File: config.mk
export PLATFORM = sky130hd
export DESIGN_NAME = flow_sensor_frame_parser_top
export DESIGN_NICKNAME = d
export VERILOG_FILES = /design/src/sv/fsp_pkg.sv /design/src/sv/flow_sensor_frame_parser_top.sv /design/src/sv/fsp_core.sv
export SDC_FILE = /design/constraint.sdc
export NUM_CORES = 1
export LEC_CHECK = 0
export ABC_AREA = 0
export BUFFER_PORTS_ARGS = -buffer_cell sky130_fd_sc_hd__buf_2
export CAP_MARGIN = 0
export CORE_MARGIN = 10
export CORE_UTILIZATION = 50
export DETAILED_ROUTE_END_ITERATION = 16
export GPL_TIMING_DRIVEN = 0
export PLACE_DENSITY = 0.78
export SETUP_SLACK_MARGIN = 0.05
export SYNTH_ARGS = -nofsm -noshare
export SYNTH_HDL_FRONTEND = slang
export SYNTH_SLANG_ARGS = --single-unit
File: constraint.sdc
create_clock -name clock -period 3.1 [get_ports clock]
set_input_delay 0.31 -clock clock [delete_from_list [all_inputs] [get_ports clock]]
set_output_delay 0.31 -clock clock [all_outputs]
set_load 0.1 [all_outputs]
File: src/sv/fsp_pkg.sv
// Shared constants and types for the flow sensor frame parser.
`timescale 1ns / 1ps

package fsp_pkg;

   // Frame marker bytes
   localparam logic [7:0] HdrFirst   = 8'hFE;
   localparam logic [7:0] HdrSecond  = 8'h0A;
   localparam logic [7:0] FooterGood = 8'h55;

   // Frame position codes
   localparam int unsigned PosWidth = 4;
   localparam logic [PosWidth-1:0] PosHunt     = 4'd0;
   localparam logic [PosWidth-1:0] PosHdr2     = 4'd1;
   localparam logic [PosWidth-1:0] PosPayFirst = 4'd2;
   localparam logic [PosWidth-1:0] PosPayLast  = 4'd11;
   localparam logic [PosWidth-1:0] PosChecksum = 4'd12;
   localparam logic [PosWidth-1:0] PosFooter   = 4'd13;

   // Payload store geometry
   localparam int unsigned PayloadLen = 10;
   localparam int unsigned PayIdxWidth = $clog2(PayloadLen);

   // Decoded motion result
   typedef struct packed {
      logic signed [15:0] motion_x;
      logic signed [15:0] motion_y;
      logic [15:0]        interval_us;
      logic               interval_ok;
      logic [7:0]         surf_quality;
      logic [7:0]         hw_version;
   } result_type;

endpackage

File: src/sv/flow_sensor_frame_parser_top.sv
// Top level of the flow sensor frame parser: request register, core, result register.
//
//   channel | direction | ports
//   req     | in        | req_valid, req_stall, req_rx_byte
//   rsp     | out       | rsp_valid, rsp_stall, rsp_motion_x, rsp_motion_y, rsp_interval_us,
//           |           | rsp_interval_ok, rsp_surf_quality, rsp_hw_version
//
// One request per cycle while req_stall is low. A byte is registered on acceptance and
// stepped through the core when it is not stalled; a good footer's result is then
// registered in the result register.
// Reset clears the frame position, checksum and both valid flags; the payload store is
// written only by payload bytes. A stalled result blocks the core step only while the
// result register is full, and the request register then raises req_stall.
`timescale 1ns / 1ps

module flow_sensor_frame_parser_top (
   input  logic               clock,
   input  logic               reset,
   input  logic               req_valid,
   output logic               req_stall,
   input  logic [7:0]         req_rx_byte,
   output logic               rsp_valid,
   input  logic               rsp_stall,
   output logic signed [15:0] rsp_motion_x,
   output logic signed [15:0] rsp_motion_y,
   output logic [15:0]        rsp_interval_us,
   output logic               rsp_interval_ok,
   output logic [7:0]         rsp_surf_quality,
   output logic [7:0]         rsp_hw_version
);

   logic                in_valid_ff, in_valid_in;
   logic [7:0]          in_byte_ff;
   logic                advance;
   logic                core_valid;
   fsp_pkg::result_type core_result;
   logic                rsp_valid_ff, rsp_valid_in;
   fsp_pkg::result_type rsp_ff;

   // Step the core unless a full result register is stalled
   assign advance   = in_valid_ff && !(rsp_valid_ff && rsp_stall);
   assign req_stall = in_valid_ff && !advance;

   // Request register
   assign in_valid_in = req_stall ? in_valid_ff : req_valid;

   always_ff @(posedge clock) begin
      if (reset) begin
         in_valid_ff <= 1'b0;
      end else begin
         in_valid_ff <= in_valid_in;
      end
   end

   always_ff @(posedge clock) begin
      if (req_valid && !req_stall) begin
         in_byte_ff <= req_rx_byte;
      end
   end

   fsp_core u_core (
      .clock        (clock),
      .reset        (reset),
      .step         (advance),
      .rx_byte      (in_byte_ff),
      .result_valid (core_valid),
      .result       (core_result)
   );

   // Result register: load on a good footer, drop once taken
   always_comb begin
      rsp_valid_in = rsp_valid_ff && rsp_stall;
      if (core_valid) begin
         rsp_valid_in = 1'b1;
      end
   end

   always_ff @(posedge clock) begin
      if (reset) begin
         rsp_valid_ff <= 1'b0;
      end else begin
         rsp_valid_ff <= rsp_valid_in;
      end
   end

   always_ff @(posedge clock) begin
      if (core_valid) begin
         rsp_ff <= core_result;
      end
   end

   assign rsp_valid        = rsp_valid_ff;
   assign rsp_motion_x     = rsp_ff.motion_x;
   assign rsp_motion_y     = rsp_ff.motion_y;
   assign rsp_interval_us  = rsp_ff.interval_us;
   assign rsp_interval_ok  = rsp_ff.interval_ok;
   assign rsp_surf_quality = rsp_ff.surf_quality;
   assign rsp_hw_version   = rsp_ff.hw_version;

endmodule

File: src/sv/fsp_core.sv
// Frame tracking state, payload store and result decode for one byte a step.
`timescale 1ns / 1ps

module fsp_core (
   input  logic               clock,
   input  logic               reset,
   input  logic               step,
   input  logic [7:0]         rx_byte,
   output logic               result_valid,
   output fsp_pkg::result_type result
);

   logic [fsp_pkg::PosWidth-1:0]    pos_ff, pos_in;
   logic [7:0]                      xor_ff, xor_in;
   logic [7:0]                      store_ff [fsp_pkg::PayloadLen];
   logic                            store_we;
   logic [fsp_pkg::PosWidth-1:0]    pos_off;
   logic [fsp_pkg::PayIdxWidth-1:0] store_idx;

   // Payload slot for the current position
   assign pos_off   = pos_ff - fsp_pkg::PosPayFirst;
   assign store_idx = pos_off[fsp_pkg::PayIdxWidth-1:0];

   // Advance the frame position for the incoming byte
   always_comb begin
      pos_in       = pos_ff;
      xor_in       = xor_ff;
      store_we     = 1'b0;
      result_valid = 1'b0;
      unique case (pos_ff) inside
         fsp_pkg::PosHunt: begin
            if (rx_byte == fsp_pkg::HdrFirst) begin
               pos_in = fsp_pkg::PosHdr2;
               xor_in = 8'd0;
            end
         end
         fsp_pkg::PosHdr2: begin
            pos_in = (rx_byte == fsp_pkg::HdrSecond) ? fsp_pkg::PosPayFirst
                                                     : fsp_pkg::PosHunt;
         end
         [fsp_pkg::PosPayFirst:fsp_pkg::PosPayLast]: begin
            store_we = 1'b1;
            xor_in   = xor_ff ^ rx_byte;
            pos_in   = pos_ff + 1'b1;
         end
         fsp_pkg::PosChecksum: begin
            pos_in = (xor_ff == rx_byte) ? fsp_pkg::PosFooter : fsp_pkg::PosHunt;
         end
         default: begin
            // Footer position, and the unused codes above it
            pos_in       = fsp_pkg::PosHunt;
            result_valid = step && (rx_byte == fsp_pkg::FooterGood);
         end
      endcase
   end

   // Hold state unless a request is stepped through
   always_ff @(posedge clock) begin
      if (reset) begin
         pos_ff <= fsp_pkg::PosHunt;
         xor_ff <= 8'd0;
      end else if (step) begin
         pos_ff <= pos_in;
         xor_ff <= xor_in;
      end
   end

   // Capture payload bytes
   always_ff @(posedge clock) begin
      if (step && store_we) begin
         store_ff[store_idx] <= rx_byte;
      end
   end

   // Decode little-endian fields from the stored payload
   always_comb begin
      result.motion_x     = {store_ff[1], store_ff[0]};
      result.motion_y     = {store_ff[3], store_ff[2]};
      result.interval_us  = {store_ff[5], store_ff[4]};
      result.interval_ok  = ({store_ff[5], store_ff[4]} != 16'd0);
      result.surf_quality = store_ff[8];
      result.hw_version   = store_ff[9];
   end

endmodule
# ---- Yosys cells after proc, flatten, opt, wreduce, memory -nomap -nowiden
# Memories as Yosys holds them, arrays and structs flattened. A register that Yosys moved wholly into a read port is not among the register bits.
# Cells that the tools add are included.
# W data, S select, Z words.
dict set report op_classes {
  n_addsub 2
  n_lt_le_gt_ge 2
  eq_ne 7
  muxes 11
  n_bitwise 1
  n_reduce_logical 16
}
# operator count
set op_table {}
lappend op_table {{$pmux W4 S4} 1}
lappend op_table {{$pmux W8 S2} 1}
lappend op_table {{$reduce_bool A16 Y1} 1}
lappend op_table {{$eq A8 B4 Y1 const B} 1}
lappend op_table {{$eq A8 B7 Y1 const B} 1}
lappend op_table {{$eq A8 B8 Y1} 1}
lappend op_table {{$eq A8 B8 Y1 const B} 1}
lappend op_table {{$mux W4} 2}
lappend op_table {{$mux W8} 1}
lappend op_table {{$xor A8 B8 Y8} 1}
lappend op_table {{$logic_and A1 B1 Y1} 7}
lappend op_table {{$mux W1} 5}
lappend op_table {{$add A4 B1 Y4 const B} 1}
lappend op_table {{$eq A4 B1 Y1 const B} 1}
lappend op_table {{$eq A4 B4 Y1 const B} 1}
lappend op_table {{$ge A4 B2 Y1 const B} 1}
lappend op_table {{$le A4 B4 Y1 const B} 1}
lappend op_table {{$logic_not A4 Y1} 1}
lappend op_table {{$reduce_or A4 Y1} 1}
lappend op_table {{$sub A4 B2 Y4 const B} 1}
lappend op_table {{$logic_not A1 Y1} 3}
lappend op_table {{$reduce_and A3 Y1} 1}
lappend op_table {{$mux W2} 1}
lappend op_table {{$ne A2 B2 Y1 const B} 1}
lappend op_table {{other kinds (2)} 2}
dict set report totals {
  reg_bits 39
  mem_bits_rw 80
  memories 1
}
# name depth width read_ports rd_clocked_by_memory_dff write_ports line_no
set mem_list {}
lappend mem_list {u_core.store_ff 10 8 8 6 1 fsp_core.sv:15} ;# logic [7:0] store_ff [fsp_pkg::PayloadLen];

# ---- Longest topological paths before layout
# Gate-level depths: netlist of the first run.
dict set report depth {
  word_depth 7
  mapped_depth 8
}

# ---- Cells and area by module
# A second synthesis of the first run with hierarchy kept.
dict set report unflattened {
  hier_cells 278
  hier_area_um2 5222.5
}
# module instances cells_each area_per_inst_um2
set by_module_without_submodules {}
lappend by_module_without_submodules {fsp_core 1 195 2944.1}
lappend by_module_without_submodules {flow_sensor_frame_parser_top 1 83 2278.4}

# ---- Worst setup path before layout of the first run
# No wires, ideal clock.
dict set report synth_path {
  kind {flip-flop to flip-flop}
  from {reg u_core.pos_ff[0] (netlist bit)}
  to {reg, netlist name rsp_hw_version[0]}
  setup_time_ns 0.429
  arrival_ns 2.886
  path_slack_ns -0.215
  stages_incl_launch_ff 6
  n_path_buf 0
  period_less_slack_ns 3.315
  path_cell_list {dfxtp_1 inv_1 ha_1 nor4_1 o2bb2ai_1 and4_1}
}
dict set report synth_between {
  elab_chain_len 4
  elab_cells_between_ends 8
  cone_classes {2 x order compare; 2 x eq/ne; 1 x mux; 3 x reduce/logical}
}
# element line_no
set synth_rtl {}
lappend synth_rtl {{start: declaration} fsp_core.sv:13} ;# logic [fsp_pkg::PosWidth-1:0] pos_ff, pos_in;
lappend synth_rtl {{start signal: assignment} fsp_core.sv:60} ;# pos_ff <= fsp_pkg::PosHunt;
lappend synth_rtl {{start signal: assignment} fsp_core.sv:63} ;# pos_ff <= pos_in;
lappend synth_rtl {{$ge A4 B2 Y1 (no line) / $le A4 B4 Y1 (equally long branches)} n/a}
lappend synth_rtl {{$logic_and A1 B1 Y1 (no line)} n/a}
lappend synth_rtl {{$reduce_or A4 Y1 (no line) (*)} n/a}
lappend synth_rtl {{$mux W1 (*)} fsp_core.sv:30} ;# unique case (pos_ff) inside
lappend synth_rtl {{named net core_valid} flow_sensor_frame_parser_top.sv:35} ;# logic core_valid;
# Mark *: on every way through the listed nets, which the timed path passes. The rest lies on a longest branch.
# A chain may end at the register's enable or synchronous reset.

# ---- Worst setup path after layout of the first run
dict set report layout_path {
  from {reg u_core.pos_ff[0] (netlist bit)}
  to {reg, netlist name rsp_hw_version[1]}
}
dict set report layout_between {
  elab_chain_len 4
  elab_cells_between_ends 8
  cone_classes {2 x order compare; 2 x eq/ne; 1 x mux; 3 x reduce/logical}
}
# element line_no
set layout_rtl {}
lappend layout_rtl {{$ge A4 B2 Y1 (no line) / $le A4 B4 Y1 (equally long branches)} n/a}
lappend layout_rtl {{$logic_and A1 B1 Y1 (no line)} n/a}
lappend layout_rtl {{$reduce_or A4 Y1 (no line) (*)} n/a}
lappend layout_rtl {{$mux W1 (*)} fsp_core.sv:30}
lappend layout_rtl {{named net core_valid} flow_sensor_frame_parser_top.sv:35}
# Marks and branches as above.

==> results of run 1 <==
-- what timing repair did --
action,4_1_cts,5_1_grt
hold endpoints to repair,9,0
buffers inserted,0,0
gates resized for setup,1,0
endpoints found under the setup margin,66,0
hold buffers,9,0
-- layout by cell type (no fill, tap or decap), drive strengths merged, types with 5 or more instances in the layout --
master	n
o21ai	7
inv	6
dlygate4sd3	9
edfxtp	137
xnor2	6
nand2b	5
nor3	5
nor4	8
dfxtp	14
and3	6
clkinv	5
clkbuf	22
ha	6
nand3	5
nor3b	13
nand2	8
and2	5
a211o	6
buf	81
-- flip-flops by register name, indices dropped and copies added (netlist names) --
| signal | cells |
|---|---|
| in_byte_ff | 8 |
| in_valid_ff | 1 |
| rsp_hw_version | 8 |
| rsp_interval_ok | 1 |
| rsp_interval_us | 16 |
| rsp_motion_x | 16 |
| rsp_motion_y | 16 |
| rsp_surf_quality | 8 |
| rsp_valid | 1 |
| u_core.pos_ff | 4 |
| u_core.store_ff | 64 |
| u_core.xor_ff | 8 |
-- worst max-delay path, stage by stage, from the launching register on --
cell and delay, ps:
dfxtp_1 440, inv_1 110, ha_1 270, nor4_1 510, o2bb2ai_1 240, and4_4 810
-- report_power, final --
group / internal [mW] / switching, mW
Sequential: 2.22 / 0.0368
Combinational: 0.0267 / 0.0227
Clock: 1.21 / 0.714
-- cell type report --
cell class / count / area [sq um]
Buffer: 4 / 38.79
Clock buffer: 21 / 429.2
Clock inverter: 9 / 128.9
Fill cell: 715 / 3805
Inverter: 6 / 22.52
Multi-Input combinational cell: 112 / 808.3
Sequential cell: 151 / 4394
Tap cell: 136 / 170.2
Timing Repair Buffer: 87 / 480.5
-- synth_stat cells, types with 2 or more instances --
master,instances,area (sq um)
nand4_1,4,25.02
nor2_1,4,15.01
edfxtp_1,137,4114
xnor2_1,6,52.55
a21oi_1,2,10.01
nor4_1,8,50.05
and3_1,5,31.28
nor3_1,5,25.02
o21a_1,2,15.01
a21o_1,2,15.01
nand3_1,4,20.02
buf_4,2,15.01
o21ai_0,7,35.03
ha_1,6,75.07
nand2b_1,5,31.28
nor2b_1,2,12.51
nor3b_1,12,90.09
and2_1,4,25.02
a211o_1,6,52.55
inv_1,6,22.52
nand2_1,8,30.03
dfxtp_1,14,280.3
-- final timing paths --
| kind | endpoint | from | slack, ps |
|---|---|---|---|
| worst max-delay path | rsp_hw_version[1]$_DFFE_PP_ | u_core.pos_ff[0]$_SDFFE_PP0P_ | 280 |
| worst min-delay path | in_valid_ff$_SDFFE_PP0N_ | req_valid | 30 |
| worst max register to register | rsp_hw_version[1]$_DFFE_PP_ | u_core.pos_ff[0]$_SDFFE_PP0P_ | 280 |
| worst min register to register | rsp_motion_y[6]$_DFFE_PP_ | u_core.store_ff[2][6]$_DFFE_PP_ | 410 |
-- stage by stage --
step           hold WS, ps  area (sq um)  setup slack, ps  instances
3_5_place_dp         404.5          5823           -151.8        487
3_3_place_gp         401.8          5823           -39.82        487
4_1_cts              1.884          6472            306.1        526
2_1_floorplan        382.4          5263            441.0        273
6_report             25.87          6472            276.8        526
5_1_grt              16.09          6472            125.5        526
-- cells by family after synthesis --
kind of cell	Yosys count	synth area share, %
AO/OA/AOI/OAI	28	3.971
XOR/XNOR	7	1.165
adder cells (fa/ha/maj)	6	1.427
buffers and inverters	10	1.165
flip-flops	151	83.52
multiplexers	1	0.1903
AND/OR/NAND/NOR	70	8.561
-- metal layers --
metal  wire length, microns  part of all wire [%]
met5                      0                     0
met1                   3846                    40
met2                   4571                    48
met3                    898                   9.4
met4                    213                   2.2
==> reports/metrics.yaml, run 1 <==
drt_iter0_drc: 205
cts-root-buf: "clkbuf_8"
clk_pin_slew_ps: 60
routedWlPerCell_microns: 18.12
die_y_microns: 122.6
crit_path_end_kind: "flip-flop"
ctsLongestPathBuffers: 2
ant_nets: 0
skew_ps: 6.918
port_buffers: 78
slew_viol_final: 0
cp-start-kind: "flip-flop"
finalCritPeriodShare_pct: 91.07
vias_per_cell: 5.148
min_path_cells: 2
antenna_cells: 0
std_cell_rows: 37
cp_max_fo: 66
post-dp-hpwl_mm: 6.163
synth.ff_latch_count: 151
grt_pass1_wl_mm: 14.78
cts_sinks: 151
grt_use_met1_pct: 14.90
nets: 397
worstPathRequired_ps: 3240
reg2reg_depth: 5
syn-num-nets: 291
fp.dieArea_sq_um: 15030
tightest_slew_ps: 995.6
track_usage_pct: 13.31
grt_pass1_vias: 2762
async_flop_share_pct: 0
hold_viol_final: 0
cts_tree: "built"
final-setup-viol-count: 0
ys_seq_area_share_pct: 83.52
grt_overflow: 0
drc_errors: 0
via_count: 2708
initial_utilization_pct: 51.19
status: "completed"
hp-class: "in -> reg"
wirelength_mm: 9.529
grtUsageMet2_pct: 21.06
fmax_ghz: 0.3542
area_growth_pct: 23.02
htree_levels: 4
firstDrtPassIters: 4
die_x_microns: 122.6
rsz0062_at_grt: "no"
grt-busiest-layer: "met2"
synth_area_per_cell_sq_um: 19.27
synth_edf_count: 137
ys_types: 44
totalPowerFinal_mw: 4.234
met3_usage_pct: 6.474
drive_gt1_share_pct: 30.00
pin_count: 79
antenna_found_initial: 0
drv_cap: 0
power_per_cell_area_nw_per_um2: 654.2
critPathKind: "reg -> reg"
fin_util_pct: 62.98
synth_flop_cell: "edfxtp_1"
routabilityCongestion: 0.8703
period_minus_slack_ps: 2823
core_area_sq_um: 10280
crit_arrival_ps: 2960
slew_headroom_pct: 33.11
syn_inst: 273
ir_drop_v: 0.0003735
syn_area_sq_um: 5261
fin_tns_setup_ps: 0
leakagePower_nw: 2.336
clk_latency_ps: 510
numCtsBuffers: 17
grt_max_degree: 67
yosysWarnings: 0
Power figures use the tool's default switching activity.
==> run 2, diff against run 1 <==
--- a/config.mk
+++ b/config.mk
@@ -12,7 +12,7 @@
 export CORE_UTILIZATION = 50
 export DETAILED_ROUTE_END_ITERATION = 16
 export GPL_TIMING_DRIVEN = 0
-export PLACE_DENSITY = 0.78
+export PLACE_DENSITY = 0.77
 export SETUP_SLACK_MARGIN = 0.05
 export SYNTH_ARGS = -nofsm -noshare
 export SYNTH_HDL_FRONTEND = slang
==> run 2 against run 1 <==
  * Clock-buffer cell count fell by 4
  * Global-route usage fell by 0.25 points
  * Clock power is 4% higher
  * Non-clock buffer count down 1
  * Register-to-register slack about the same
  * Clock skew about the same
  * Via count down 1.9%
  * Sequential power barely moved
  * Critical endpoint is now rsp_interval_us[14]$_DFFE_PP_
==> reports/metrics.yaml, run 2 (synthesized netlist as in run 1, its figures left out) <==
tightest_slew_ps: 1087  # +91.01 ps
ir_drop_v: 0.0003217  # -14%
antenna_found_initial: 0  # unchanged
p_int_mw: 3.476  # +0.43%
drv_cap: 0  # unchanged
crit_family: "simple AND/OR/NAND/NOR gates"
final_cell_mix: "edfxtp_1 (137), buf_2 (78), clkbuf_16 (16)"
leakagePower_nw: 2.351  # +0.65%
wirelength_mm: 9.176  # -3.7%
clk_pin_slew_ps: 60  # about the same
slowest_stage: "and4_4"
std_cell_rows: 37  # unchanged
cts-root-buf: "clkbuf_8"
crit_arrival_ps: 2960  # about the same
hp-class: "in -> reg"
min_path_cells: 2  # unchanged
slew_headroom_pct: 27.00  # -6.1 points
slew_viol_final: 0  # unchanged
layout_commonest_cell: "edfxtp_1"
track_usage_pct: 13.06  # -0.25 points
cpPeakStageDelay_ps: 830  # +20 ps
drive_gt1_share_pct: 31.20  # +1.2 points
nets: 396  # -0.25%
skew_ps: 6.613  # -0.3046 ps
fmax_ghz: 0.3540  # about the same
grt_max_degree: 67  # unchanged
ant_nets: 0  # unchanged
largest_reg_flops: 64  # unchanged
largest_register: "u_core.store_ff"
final_cell_area_sq_um: 6491  # +0.29%
grt_pass1_wl_mm: 14.59  # -1.3%
holdWs_ps: 32.36  # +6.493 ps
area_growth_pct: 23.38
place_area_sq_um: 5823  # unchanged
sequentialPowerShare_pct: 52.4  # -0.9 points
hold_viol_final: 0  # unchanged
routedWlPerCell_microns: 17.41  # -3.9%
fill_cells: 732  # +2.4%
cts_tree: "built"
core_area_sq_um: 10280  # unchanged
regArea_sq_um: 4394  # unchanged
clkPwrFrac_pct: 46.5  # +1.0 points
fin_util_pct: 63.16  # +0.18 points
rsz0062_at_grt: "no"
die_x_microns: 122.6  # unchanged
cp_max_fo: 66  # unchanged
cp.depth: 5  # unchanged
pin_count: 79  # unchanged
die_y_microns: 122.6  # unchanged
crit_path_end_kind: "flip-flop"
crit_path_cell_trace: "inv_1 > ha_1 > nor4_1 > o2bb2ai_1 > and4_4"
vias_per_cell: 5.042  # -2.1%
post-dp-hpwl_mm: 5.913  # -4.1%
status: "completed"
critPathKind: "reg -> reg"
cp-start-kind: "flip-flop"
cts_sinks: 151  # unchanged
switching_power_mw: 0.8321  # +7.6%
multi_input_area_sq_um: 808.3  # unchanged
clk_latency_ps: 510  # about the same
cts_setup_buffers: 0  # unchanged
grt_overflow: 0  # unchanged
antenna_cells: 0  # unchanged
routabilityCongestion: 0.8797  # +1.1%
finalCritPeriodShare_pct: 91.12  # about the same
cp_num_buf_inv: 1  # unchanged
power_per_cell_area_nw_per_um2: 663.6  # +1.4%
initial_utilization_pct: 51.19  # unchanged
drc_errors: 0  # unchanged
firstDrtPassIters: 4  # unchanged
ctsLongestPathBuffers: 2  # unchanged
port_buffers: 78  # unchanged
swShare_pct: 19.32  # +1.0 points
grt_pass1_vias: 2763  # +0.036%
worstPathRequired_ps: 3240  # about the same
fp.dieArea_sq_um: 15030  # unchanged
period_minus_slack_ps: 2825  # +1.456 ps
combPwrFrac_pct: 1.1  # about the same
numCtsBuffers: 17  # unchanged
via_count: 2657  # -1.9%
drt_iter0_drc: 300  # +46%
final-setup-viol-count: 0  # unchanged
htree_levels: 4  # unchanged
reg2reg_depth: 5  # unchanged
## run 2: worst paths after layout
check / startpoint / end / slack, ps
max: u_core.pos_ff[0]$_SDFFE_PP0P_ / rsp_interval_us[14]$_DFFE_PP_ / 280
min: reset / u_core.pos_ff[1]$_SDFFE_PP0P_ / 30
max reg2reg: u_core.pos_ff[0]$_SDFFE_PP0P_ / rsp_interval_us[14]$_DFFE_PP_ / 280
min reg2reg: u_core.store_ff[3][4]$_DFFE_PP_ / rsp_motion_y[12]$_DFFE_PP_ / 420
## run 2: what timing repair did
item | CTS | global route
resized for setup | 1 | 0
endpoints found under the setup margin | 66 | 0
hold buffers | 8 | 0
hold endpoints to repair | 8 | 0
## run 2: final cells by class
| class | count | share of cell area (%) |
|---|---|---|
| buffer | 4 | 0.5975 |
| clock buffer | 17 | 6.380 |
| clock inverter | 15 | 2.660 |
| inverter | 6 | 0.3470 |
| multi-input combinational | 112 | 12.45 |
| sequential | 151 | 67.69 |
| tap | 136 | 2.621 |
| timing repair buffer | 86 | 7.247 |
## run 2: stage by stage
stage / power (mW) / TNS (ps) / worst slack [ps] / cells
global placement: 2.341 / 0 / 3.437 / 487
detailed placement: 2.342 / -7644 / -120.5 / 487
finish: 4.308 / 0 / 275.4 / 527
CTS: 4.343 / 0 / 331.8 / 527
global route: 4.452 / 0 / 116.8 / 527
floorplan: 2.307 / 0 / 441.0 / 273
## run 2: metal layers
metal / track usage (%) / wire [microns]
met5: 0 / 0
met4: 6.701 / 92
met3: 5.785 / 948
met2: 18.88 / 4219
met1: 16.40 / 3916
## run 2: power groups by stage
stage | logic [mW] | registers (mW) | clock network (mW)
2_1_floorplan | 0.0276 | 2.28 | 0
3_3_place_gp | 0.0394 | 2.30 | 0
3_5_place_dp | 0.0407 | 2.30 | 0
4_1_cts | 0.0488 | 2.26 | 2.04
5_1_grt | 0.0554 | 2.26 | 2.14
6_report | 0.0485 | 2.26 | 2.00
